**src/rtl/core/tts_pkg.sv**
```systemverilog
// Shared constants for the triangle tangent-space block.
`default_nettype none
package tts_pkg;
    localparam int RES_W      = 16;   // Q2.14 result width
    localparam int UNIT_SHIFT = 14;   // 1.0 in Q2.14 is 1 << UNIT_SHIFT
    localparam int UNIT_ONE   = 16384;
    localparam int NORM_BITS  = 30;   // magnitude width before the length step
    localparam int SQ_W       = 64;   // sum of squares and square root width
    localparam int LEN_W      = 32;   // vector length width
    localparam int Q_W        = 15;   // quotient width, holds UNIT_ONE
endpackage
`default_nettype wire

```
**src/rtl/core/triangle_tangent_space.sv**
```systemverilog
// Per-triangle unit tangent and bitangent from three corner requests.
// Corner requests one and two are only stored. The third corner runs a
// shared serial multiply-accumulate (14 products), then per vector a shift
// normalizer, three squares, a 32-step square root and three 15-step divides;
// no request is taken meanwhile. Reset clears the pending corner count,
// the mode bit and the output valid.
`default_nettype none
module triangle_tangent_space #(
    parameter int COORD_WIDTH = 32
) (
    input  wire                                 clk,
    input  wire                                 rst_n,
    input  wire                                 cfg_wr_en,
    input  wire                                 cfg_wr_data,
    input  wire                                 in_valid,
    output logic                                in_stall,
    input  wire signed [COORD_WIDTH-1:0]        pos_x,
    input  wire signed [COORD_WIDTH-1:0]        pos_y,
    input  wire signed [COORD_WIDTH-1:0]        pos_z,
    input  wire signed [COORD_WIDTH-1:0]        tex_u,
    input  wire signed [COORD_WIDTH-1:0]        tex_v,
    input  wire                                 end_of_mesh,
    output logic                                out_valid,
    input  wire                                 out_stall,
    output logic signed [tts_pkg::RES_W-1:0]    tangent_x,
    output logic signed [tts_pkg::RES_W-1:0]    tangent_y,
    output logic signed [tts_pkg::RES_W-1:0]    tangent_z,
    output logic signed [tts_pkg::RES_W-1:0]    bitangent_x,
    output logic signed [tts_pkg::RES_W-1:0]    bitangent_y,
    output logic signed [tts_pkg::RES_W-1:0]    bitangent_z,
    output logic                                degenerate
);
    import tts_pkg::*;

    localparam int CW    = COORD_WIDTH;
    localparam int D     = CW + 1;
    localparam int AW    = 2 * CW + 3;
    localparam int BW    = (D > NORM_BITS) ? D : NORM_BITS;
    localparam int ACCW  = (AW > SQ_W) ? AW : SQ_W;
    localparam int DEN_W = LEN_W + UNIT_SHIFT;

    localparam logic [3:0] ST_IDLE   = 4'd0;
    localparam logic [3:0] ST_MUL    = 4'd1;
    localparam logic [3:0] ST_NLOAD  = 4'd2;
    localparam logic [3:0] ST_NSHIFT = 4'd3;
    localparam logic [3:0] ST_SQ     = 4'd4;
    localparam logic [3:0] ST_SQRT   = 4'd5;
    localparam logic [3:0] ST_DLOAD  = 4'd6;
    localparam logic [3:0] ST_DIV    = 4'd7;
    localparam logic [3:0] ST_DONE   = 4'd8;

    localparam logic [3:0] LAST_TERM = 4'd13;
    localparam logic [3:0] LAST_SQ   = 4'd2;
    localparam logic [3:0] LAST_DIV  = 4'(Q_W - 1);

    function automatic logic [D-1:0] sx(input logic [CW-1:0] x);
        return {x[CW-1], x};
    endfunction

    function automatic logic [D-1:0] mag_d(input logic [D-1:0] x);
        return x[D-1] ? (~x + D'(1)) : x;
    endfunction

    logic [3:0]          state_reg;
    logic [1:0]          cnt_reg;
    logic                mirror_reg;
    logic [CW-1:0]       pos_reg [6];
    logic [CW-1:0]       tex_reg [4];
    logic [D-1:0]        du1_reg, dv1_reg, du2_reg, dv2_reg;
    logic [D-1:0]        e1_reg [3];
    logic [D-1:0]        e2_reg [3];
    logic [3:0]          term_reg;
    logic                mul_busy_reg;
    logic [ACCW-1:0]     mcand_reg;
    logic [BW-1:0]       mplier_reg;
    logic                mneg_reg;
    logic [ACCW-1:0]     acc_reg;
    logic [AW-1:0]       det_reg;
    logic [AW-1:0]       tan_reg [3];
    logic [AW-1:0]       bt_reg [3];
    logic                vsel_reg;
    logic [1:0]          comp_reg;
    logic [AW-1:0]       nm_reg [3];
    logic                nneg_reg [3];
    logic [SQ_W-1:0]     root_reg;
    logic [SQ_W-1:0]     bit_reg;
    logic [LEN_W-1:0]    len_reg;
    logic [DEN_W-1:0]    den_reg;
    logic [Q_W-1:0]      q_reg;
    logic [3:0]          dcnt_reg;
    logic [RES_W-1:0]    rt_reg [3];
    logic [RES_W-1:0]    rb_reg [3];
    logic                degen_reg;
    logic                out_valid_reg;
    logic [RES_W-1:0]    out_t_reg [3];
    logic [RES_W-1:0]    out_b_reg [3];
    logic                out_degen_reg;

    logic                in_acc;
    logic [2:0]          pair;
    logic                second;
    logic [1:0]          kk;
    logic [D-1:0]        op_a, op_b;
    logic [AW-1:0]       nm_sel;
    logic [ACCW-1:0]     add_val;
    logic [ACCW-1:0]     acc_step;
    logic                mul_last;
    logic [AW-1:0]       vsrc [3];
    logic [AW-1:0]       vmag [3];
    logic                vzero;
    logic [AW-1:0]       or_all;
    logic                too_wide, too_narrow;
    logic [SQ_W-1:0]     sq_tmp;
    logic                sq_ge;
    logic [SQ_W-1:0]     root_next;
    logic                div_ge;
    logic [Q_W-1:0]      q_next;
    logic                res_neg;
    logic [RES_W-1:0]    res_val;

    assign in_stall = (state_reg != ST_IDLE);
    assign in_acc   = in_valid && !in_stall;

    // Operand selection for the shared multiplier.
    always_comb
    begin
        pair   = term_reg[3:1];
        second = term_reg[0];
        kk     = 2'd0;
        op_a   = second ? du2_reg : du1_reg;
        op_b   = second ? dv1_reg : dv2_reg;
        if (pair != 3'd0 && pair < 3'd4)
        begin
            kk   = 2'(pair - 3'd1);
            op_a = second ? dv1_reg : dv2_reg;
            op_b = second ? e2_reg[kk] : e1_reg[kk];
        end
        else if (pair >= 3'd4)
        begin
            kk   = 2'(pair - 3'd4);
            op_a = second ? du2_reg : du1_reg;
            op_b = second ? e1_reg[kk] : e2_reg[kk];
        end
    end

    assign nm_sel   = nm_reg[(state_reg == ST_SQ) ? term_reg[1:0] : comp_reg];
    assign add_val  = mplier_reg[0] ? mcand_reg : '0;
    assign acc_step = mneg_reg ? (acc_reg - add_val) : (acc_reg + add_val);
    assign mul_last = (mplier_reg[BW-1:1] == '0);

    always_comb
    begin
        for (int k = 0; k < 3; k++)
        begin
            vsrc[k] = vsel_reg ? bt_reg[k] : tan_reg[k];
            vmag[k] = vsrc[k][AW-1] ? (~vsrc[k] + AW'(1)) : vsrc[k];
        end
    end

    assign vzero      = (vmag[0] == '0) && (vmag[1] == '0) && (vmag[2] == '0);
    assign or_all     = nm_reg[0] | nm_reg[1] | nm_reg[2];
    assign too_wide   = |or_all[AW-1:NORM_BITS];
    assign too_narrow = !or_all[NORM_BITS-1];

    assign sq_tmp    = root_reg + bit_reg;
    assign sq_ge     = (acc_reg >= ACCW'(sq_tmp));
    assign root_next = sq_ge ? ((root_reg >> 1) + bit_reg) : (root_reg >> 1);

    assign div_ge  = (acc_reg >= ACCW'(den_reg));
    assign q_next  = {q_reg[Q_W-2:0], div_ge};
    assign res_neg = nneg_reg[comp_reg] ^ (mirror_reg && comp_reg != 2'd1);
    assign res_val = res_neg ? (RES_W'(0) - RES_W'(q_next)) : RES_W'(q_next);

    always_ff @(posedge clk or negedge rst_n)
    begin
        if (!rst_n)
        begin
            state_reg     <= ST_IDLE;
            cnt_reg       <= 2'd0;
            mirror_reg    <= 1'b0;
            out_valid_reg <= 1'b0;
            mul_busy_reg  <= 1'b0;
        end
        else
        begin
            if (cfg_wr_en)
            begin
                mirror_reg <= cfg_wr_data;
            end
            // In ST_DONE the output register is handled by that state alone.
            if (out_valid_reg && !out_stall && state_reg != ST_DONE)
            begin
                out_valid_reg <= 1'b0;
            end

            unique case (state_reg)
                ST_IDLE:
                begin
                    if (in_acc)
                    begin
                        if (cnt_reg != 2'd2)
                        begin
                            if (cnt_reg[0])
                            begin
                                pos_reg[3] <= pos_x;
                                pos_reg[4] <= pos_y;
                                pos_reg[5] <= pos_z;
                                tex_reg[2] <= tex_u;
                                tex_reg[3] <= tex_v;
                            end
                            else
                            begin
                                pos_reg[0] <= pos_x;
                                pos_reg[1] <= pos_y;
                                pos_reg[2] <= pos_z;
                                tex_reg[0] <= tex_u;
                                tex_reg[1] <= tex_v;
                            end
                            cnt_reg <= end_of_mesh ? 2'd0 : cnt_reg + 2'd1;
                        end
                        else
                        begin
                            du1_reg   <= sx(tex_reg[2]) - sx(tex_reg[0]);
                            dv1_reg   <= sx(tex_reg[3]) - sx(tex_reg[1]);
                            du2_reg   <= sx(tex_u) - sx(tex_reg[0]);
                            dv2_reg   <= sx(tex_v) - sx(tex_reg[1]);
                            e1_reg[0] <= sx(pos_reg[3]) - sx(pos_reg[0]);
                            e1_reg[1] <= sx(pos_reg[4]) - sx(pos_reg[1]);
                            e1_reg[2] <= sx(pos_reg[5]) - sx(pos_reg[2]);
                            e2_reg[0] <= sx(pos_x) - sx(pos_reg[0]);
                            e2_reg[1] <= sx(pos_y) - sx(pos_reg[1]);
                            e2_reg[2] <= sx(pos_z) - sx(pos_reg[2]);
                            cnt_reg      <= 2'd0;
                            term_reg     <= 4'd0;
                            mul_busy_reg <= 1'b0;
                            degen_reg    <= 1'b0;
                            vsel_reg     <= 1'b0;
                            state_reg    <= ST_MUL;
                        end
                    end
                end

                ST_MUL:
                begin
                    if (!mul_busy_reg)
                    begin
                        mcand_reg    <= ACCW'(mag_d(op_a));
                        mplier_reg   <= BW'(mag_d(op_b));
                        mneg_reg     <= op_a[D-1] ^ op_b[D-1] ^ second;
                        mul_busy_reg <= 1'b1;
                        if (!second)
                        begin
                            acc_reg <= '0;
                        end
                    end
                    else
                    begin
                        acc_reg    <= acc_step;
                        mcand_reg  <= mcand_reg << 1;
                        mplier_reg <= mplier_reg >> 1;
                        if (mul_last)
                        begin
                            mul_busy_reg <= 1'b0;
                            term_reg     <= term_reg + 4'd1;
                            if (second)
                            begin
                                if (pair == 3'd0)
                                begin
                                    det_reg <= acc_step[AW-1:0];
                                end
                                else if (pair < 3'd4)
                                begin
                                    tan_reg[kk] <= acc_step[AW-1:0];
                                end
                                else
                                begin
                                    bt_reg[kk] <= acc_step[AW-1:0];
                                end
                            end
                            if (term_reg == LAST_TERM)
                            begin
                                if (det_reg == '0)
                                begin
                                    degen_reg <= 1'b1;
                                    state_reg <= ST_DONE;
                                end
                                else
                                begin
                                    state_reg <= ST_NLOAD;
                                end
                            end
                        end
                    end
                end

                ST_NLOAD:
                begin
                    if (vzero)
                    begin
                        degen_reg <= 1'b1;
                        state_reg <= ST_DONE;
                    end
                    else
                    begin
                        for (int k = 0; k < 3; k++)
                        begin
                            nm_reg[k]   <= vmag[k];
                            nneg_reg[k] <= vsrc[k][AW-1] ^ det_reg[AW-1];
                        end
                        state_reg <= ST_NSHIFT;
                    end
                end

                ST_NSHIFT:
                begin
                    // Bring the largest magnitude to exactly NORM_BITS bits.
                    if (too_wide)
                    begin
                        for (int k = 0; k < 3; k++)
                        begin
                            nm_reg[k] <= nm_reg[k] >> 1;
                        end
                    end
                    else if (too_narrow)
                    begin
                        for (int k = 0; k < 3; k++)
                        begin
                            nm_reg[k] <= nm_reg[k] << 1;
                        end
                    end
                    else
                    begin
                        acc_reg      <= '0;
                        term_reg     <= 4'd0;
                        mul_busy_reg <= 1'b0;
                        state_reg    <= ST_SQ;
                    end
                end

                ST_SQ:
                begin
                    if (!mul_busy_reg)
                    begin
                        mcand_reg    <= ACCW'(nm_sel[NORM_BITS-1:0]);
                        mplier_reg   <= BW'(nm_sel[NORM_BITS-1:0]);
                        mneg_reg     <= 1'b0;
                        mul_busy_reg <= 1'b1;
                    end
                    else
                    begin
                        acc_reg    <= acc_step;
                        mcand_reg  <= mcand_reg << 1;
                        mplier_reg <= mplier_reg >> 1;
                        if (mul_last)
                        begin
                            mul_busy_reg <= 1'b0;
                            term_reg     <= term_reg + 4'd1;
                            if (term_reg == LAST_SQ)
                            begin
                                root_reg  <= '0;
                                bit_reg   <= SQ_W'(1) << (SQ_W - 2);
                                state_reg <= ST_SQRT;
                            end
                        end
                    end
                end

                ST_SQRT:
                begin
                    if (sq_ge)
                    begin
                        acc_reg <= acc_reg - ACCW'(sq_tmp);
                    end
                    root_reg <= root_next;
                    bit_reg  <= bit_reg >> 2;
                    if (bit_reg[0])
                    begin
                        len_reg   <= root_next[LEN_W-1:0];
                        comp_reg  <= 2'd0;
                        state_reg <= ST_DLOAD;
                    end
                end

                ST_DLOAD:
                begin
                    // Rounded quotient: add half the length before dividing.
                    acc_reg   <= ACCW'({nm_sel[NORM_BITS-1:0], UNIT_SHIFT'(0)})
                               + ACCW'(len_reg >> 1);
                    den_reg   <= {len_reg, UNIT_SHIFT'(0)};
                    q_reg     <= '0;
                    dcnt_reg  <= 4'd0;
                    state_reg <= ST_DIV;
                end

                ST_DIV:
                begin
                    if (div_ge)
                    begin
                        acc_reg <= acc_reg - ACCW'(den_reg);
                    end
                    den_reg  <= den_reg >> 1;
                    q_reg    <= q_next;
                    dcnt_reg <= dcnt_reg + 4'd1;
                    if (dcnt_reg == LAST_DIV)
                    begin
                        if (vsel_reg)
                        begin
                            rb_reg[comp_reg] <= res_val;
                        end
                        else
                        begin
                            rt_reg[comp_reg] <= res_val;
                        end
                        if (comp_reg == 2'd2)
                        begin
                            if (vsel_reg)
                            begin
                                state_reg <= ST_DONE;
                            end
                            else
                            begin
                                vsel_reg  <= 1'b1;
                                state_reg <= ST_NLOAD;
                            end
                        end
                        else
                        begin
                            comp_reg  <= comp_reg + 2'd1;
                            state_reg <= ST_DLOAD;
                        end
                    end
                end

                ST_DONE:
                begin
                    if (!out_valid_reg || !out_stall)
                    begin
                        for (int k = 0; k < 3; k++)
                        begin
                            out_t_reg[k] <= degen_reg ? '0 : rt_reg[k];
                            out_b_reg[k] <= degen_reg ? '0 : rb_reg[k];
                        end
                        out_degen_reg <= degen_reg;
                        out_valid_reg <= 1'b1;
                        state_reg     <= ST_IDLE;
                    end
                end

                default:
                begin
                    state_reg <= ST_IDLE;
                end
            endcase
        end
    end

    assign out_valid   = out_valid_reg;
    assign tangent_x   = out_t_reg[0];
    assign tangent_y   = out_t_reg[1];
    assign tangent_z   = out_t_reg[2];
    assign bitangent_x = out_b_reg[0];
    assign bitangent_y = out_b_reg[1];
    assign bitangent_z = out_b_reg[2];
    assign degenerate  = out_degen_reg;

endmodule
`default_nettype wire

```
**config.mk**
```make
export PLATFORM = sky130hd
export DESIGN_NAME = triangle_tangent_space
export DESIGN_NICKNAME = d
export VERILOG_FILES = /design/src/rtl/core/tts_pkg.sv /design/src/rtl/core/triangle_tangent_space.sv
export SDC_FILE = /design/constraint.sdc
export NUM_CORES = 2
export LEC_CHECK = 0
export CAP_MARGIN = 20
export CORE_UTILIZATION = 29
export CTS_CLUSTER_DIAMETER = 60
export DETAILED_ROUTE_END_ITERATION = 7
export DONT_BUFFER_PORTS = 1
export PLACE_DENSITY = 0.48
export RECOVER_POWER = 25
export SYNTH_ARGS = -nofsm -noshare
export SYNTH_HDL_FRONTEND = slang
export SYNTH_SLANG_ARGS = --single-unit
```
**constraint.sdc**
```tcl
create_clock -name clk -period 14.1 [get_ports clk]
set_input_delay 0.705 -clock clk [delete_from_list [all_inputs] [get_ports clk]]
set_output_delay 0.705 -clock clk [all_outputs]
set_load 0.05 [all_outputs]
```
==> summary.txt <==
Place
  • Input/output buffers: 0
  • GPL Wtd Cong: 0.943
  • Dpl cell area: 123000 um2
  • Detailed Place HPWL: 321 mm
  • Dpl cells: 16000

Clock tree
  • CTS resizes: 0
  • Worst skew pair latency: 0.94 ns
  • Hold Buf Count CTS: 166
  • Num CTS Buffers: 238
  • H-tree Lvls: 4
  • Clock Pin Slew Worst Setup and Hold Paths: 0.06 ns
  • Postcts setup bufs: 0
  • Clock Sinks: 1897
  • Root buffer cell: clkbuf_16
  • Max Root-Sink Buffers: 4
  • CTS tree: built

Logic synthesis
  • Primary FF master, synth: edfxtp_1
  • Synthesized area: 116000 um2
  • Post-synth EDFFs: 1884
  • Ys async rst share: 0.474%
  • Syn_area_per_cell: 10.6 um2
  • Synth Warn #: 0
  • Synth cell types: 101
  • Cells after Synth: 11000
  • Sequential element share of the synthesized area: 48.9%
  • Seq cells post-synth: 1897
  • Syn Nets: 11800

STA
  • Layout Skew: 0.0615 ns
  • Worst slew pin tran: 7.38 ns
  • Final Critical Period: 9.42 ns
  • F_max: 0.106 GHz
  • Final hold violation count: 0
  • Max-slew violations: 839
  • Setup_tns: 0 ns
  • Final Cycle Share: 66.8%
  • Unrepaired setup endpoints after global routing: no
  • Setup-failing EPs final: 0
  • Max-slew headroom: -392%

Power and ir drop
  • Pwr/cell area: 201 nW/um2
  • Peak supply drop: 0.168 mV
  • Leak: 0.0475 uW
  • Total power: 26700 uW

Worst setup path
  • Crit path arrival time: 9.95 ns
  • Worst Path Required: 14.63 ns
  • CP Depth: 8
  • Critical-path maximum fanout: 102
  • Critical path cell sequence: clkbuf_1 > nor4_1 > clkbuf_1 > and2_0 > nand2_1 > nor3_1 > clkbuf_1 > buf_4
  • Slowest-stage cell, CP: clkbuf_1
  • Most frequent CP cell: clkbuf_1
  • CP Launch Type: register
  • CP delay by family, top: buffers and inverters
  • Worst r2r path cells: 8
  • Critical Path End Type: register
  • Crit path buffers/inverters: 4
  • Crit Path Class: register to register
  • Crit path largest cell delay: 5.13 ns

Min path
  • Hold-critical path depth: 2
  • Worst min-delay path class: input pin to register

Route
  • Post-route ant nets: 0
  • Initial DRT Pass Iterations: 6
  • Via density: 5.32
  • Number of DRC markers in iteration 0: 7875
  • Vias: 88800
  • DRC: 0
  • Routed WL: 424 mm
  • Avg WL per Cell: 25.4 um

GRT
  • Largest net degree at the start of global routing: 184
  • Total Routing Usage GR: 20.2%
  • Vias in the first global route: 85600
  • Initial antenna violation count: 32
  • Gr ovfl total: 0
  • First-pass GRT wire length: 607 mm

Finish
  • Final Cell Area: 133000 um2
  • P&R area growth vs syn: 14.0%
  • Most frequent cells in the layout: edfxtp_1 (1884), nand2_1 (1024), nor2_1 (950)
  • Post-route insts no fill: 16700
  • Most common cell after layout, fill and taps aside: edfxtp_1
  • Nets: 12000
  • Fraction of layout cells with a size suffix above 1: 7.96%

Floorplan
  • Die Area: 404000 um2
  • Initial core utilization: 29.1%
  • # IOs: 266
  • Core area: 399000 um2
  • Row count: 232
  • Die Height: 635 um
  • Die W: 635 um

Job
  • Max-capacitance violation count: 17

Run status
  • Status: finished with violations
  • Failing checks: capacitance limit, slew limit
kinds of logic after synthesis:
logic type,Yosys count,share of synthesized area (%)
compound gates,2729,14.9
xor+xnor,881,6.63
fa+ha+maj,614,6.70
buf+inv,833,2.80
flops,1897,48.9
mux,445,4.93
simple gates,3622,15.1
routing by layer:
| metal | global-route usage [%] | vias up | wire (um) |
|---|---|---|---|
| met4 | 6.52 | 0 | 14700 |
| li1 | - | 41700 | - |
| met2 | 33.7 | 2788 | 199000 |
| met5 | 0 | - | 0 |
| met1 | 27.0 | 43700 | 185000 |
| met3 | 2.84 | 586 | 25100 |
power breakdown:
| group | internal (uW) | switching [uW] | total [uW] | leakage (uW) |
|---|---|---|---|---|
| clock | 3580 | 2620 | 6190 | 0.00379 |
| combinational | 3820 | 8220 | 12000 | 0.0264 |
| sequential | 7860 | 593 | 8450 | 0.0172 |
cells in the mapped netlist, drive strengths merged (20+ instances only):
cell	instances	area share (%)
a31oi	169	0.91
nand4	96	0.52
o21bai	71	0.46
nor2b	208	1.1
nor3	258	1.1
xnor2	521	3.9
nor4	135	0.74
o22ai	41	0.22
a31o	24	0.18
or3b	43	0.32
nand2b	123	0.66
nor2	961	3.1
mux4	97	1.9
and3	105	0.56
a21boi	20	0.13
o31ai	73	0.47
o2111ai	22	0.17
a222oi	26	0.22
nor3b	60	0.39
xor2	360	2.7
a21oi	786	3.4
o21ai	656	2.8
o41ai	31	0.23
o21a	91	0.59
a22oi	45	0.29
or2	45	0.24
o211ai	78	0.50
a211oi	87	0.56
mux2	55	0.53
or3	108	0.58
buf	117	0.49
o32ai	26	0.20
nand3	197	0.85
inv	405	1.3
nand2	1024	3.3
and2	144	0.78
a221oi	34	0.26
mux2i	293	2.5
a41oi	31	0.23
clkbuf	309	1.0
ha	600	6.5
edfxtp	1884	49
a21o	198	1.3
or4	35	0.23
area by class of cell:
| cell class | count | area (um2) |
|---|---|---|
| clock inverter | 160 | 1670 |
| inverter | 407 | 1530 |
| multi-input combinational | 8291 | 56700 |
| antenna | 36 | 90.1 |
| sequential | 1897 | 56900 |
| timing repair buffer | 345 | 3000 |
| clock buffer | 281 | 6180 |
| tap | 5265 | 6590 |
| fill | 40400 | 267000 |
metrics by stage:
step                      util, %  hold slack [ns]  worst slack [ns]
after floorplan                 -            0.409             0.999
after global placement       30.8            0.411              4.96
after detailed placement     30.9            0.411              5.05
after CTS                    33.2           0.0336              5.00
after global routing         33.2           0.0700              3.85
final                        33.2            0.110              4.68
worst paths after layout:
kind	start	endpoint	slack, ns
setup reg to reg	state_reg[0]	pos_reg[0][155]	4.68
hold / removal	rst_n	degen_reg	0.11
hold reg to reg	rb_reg[0][5]	out_b_reg[0][5]	0.51
setup / recovery	state_reg[0]	pos_reg[0][155]	4.68
max in group asynchronous	rst_n	state_reg[3]	12.43
min in group asynchronous	rst_n	mirror_reg	0.70
Note: power is estimated with default switching activity, not from simulation.
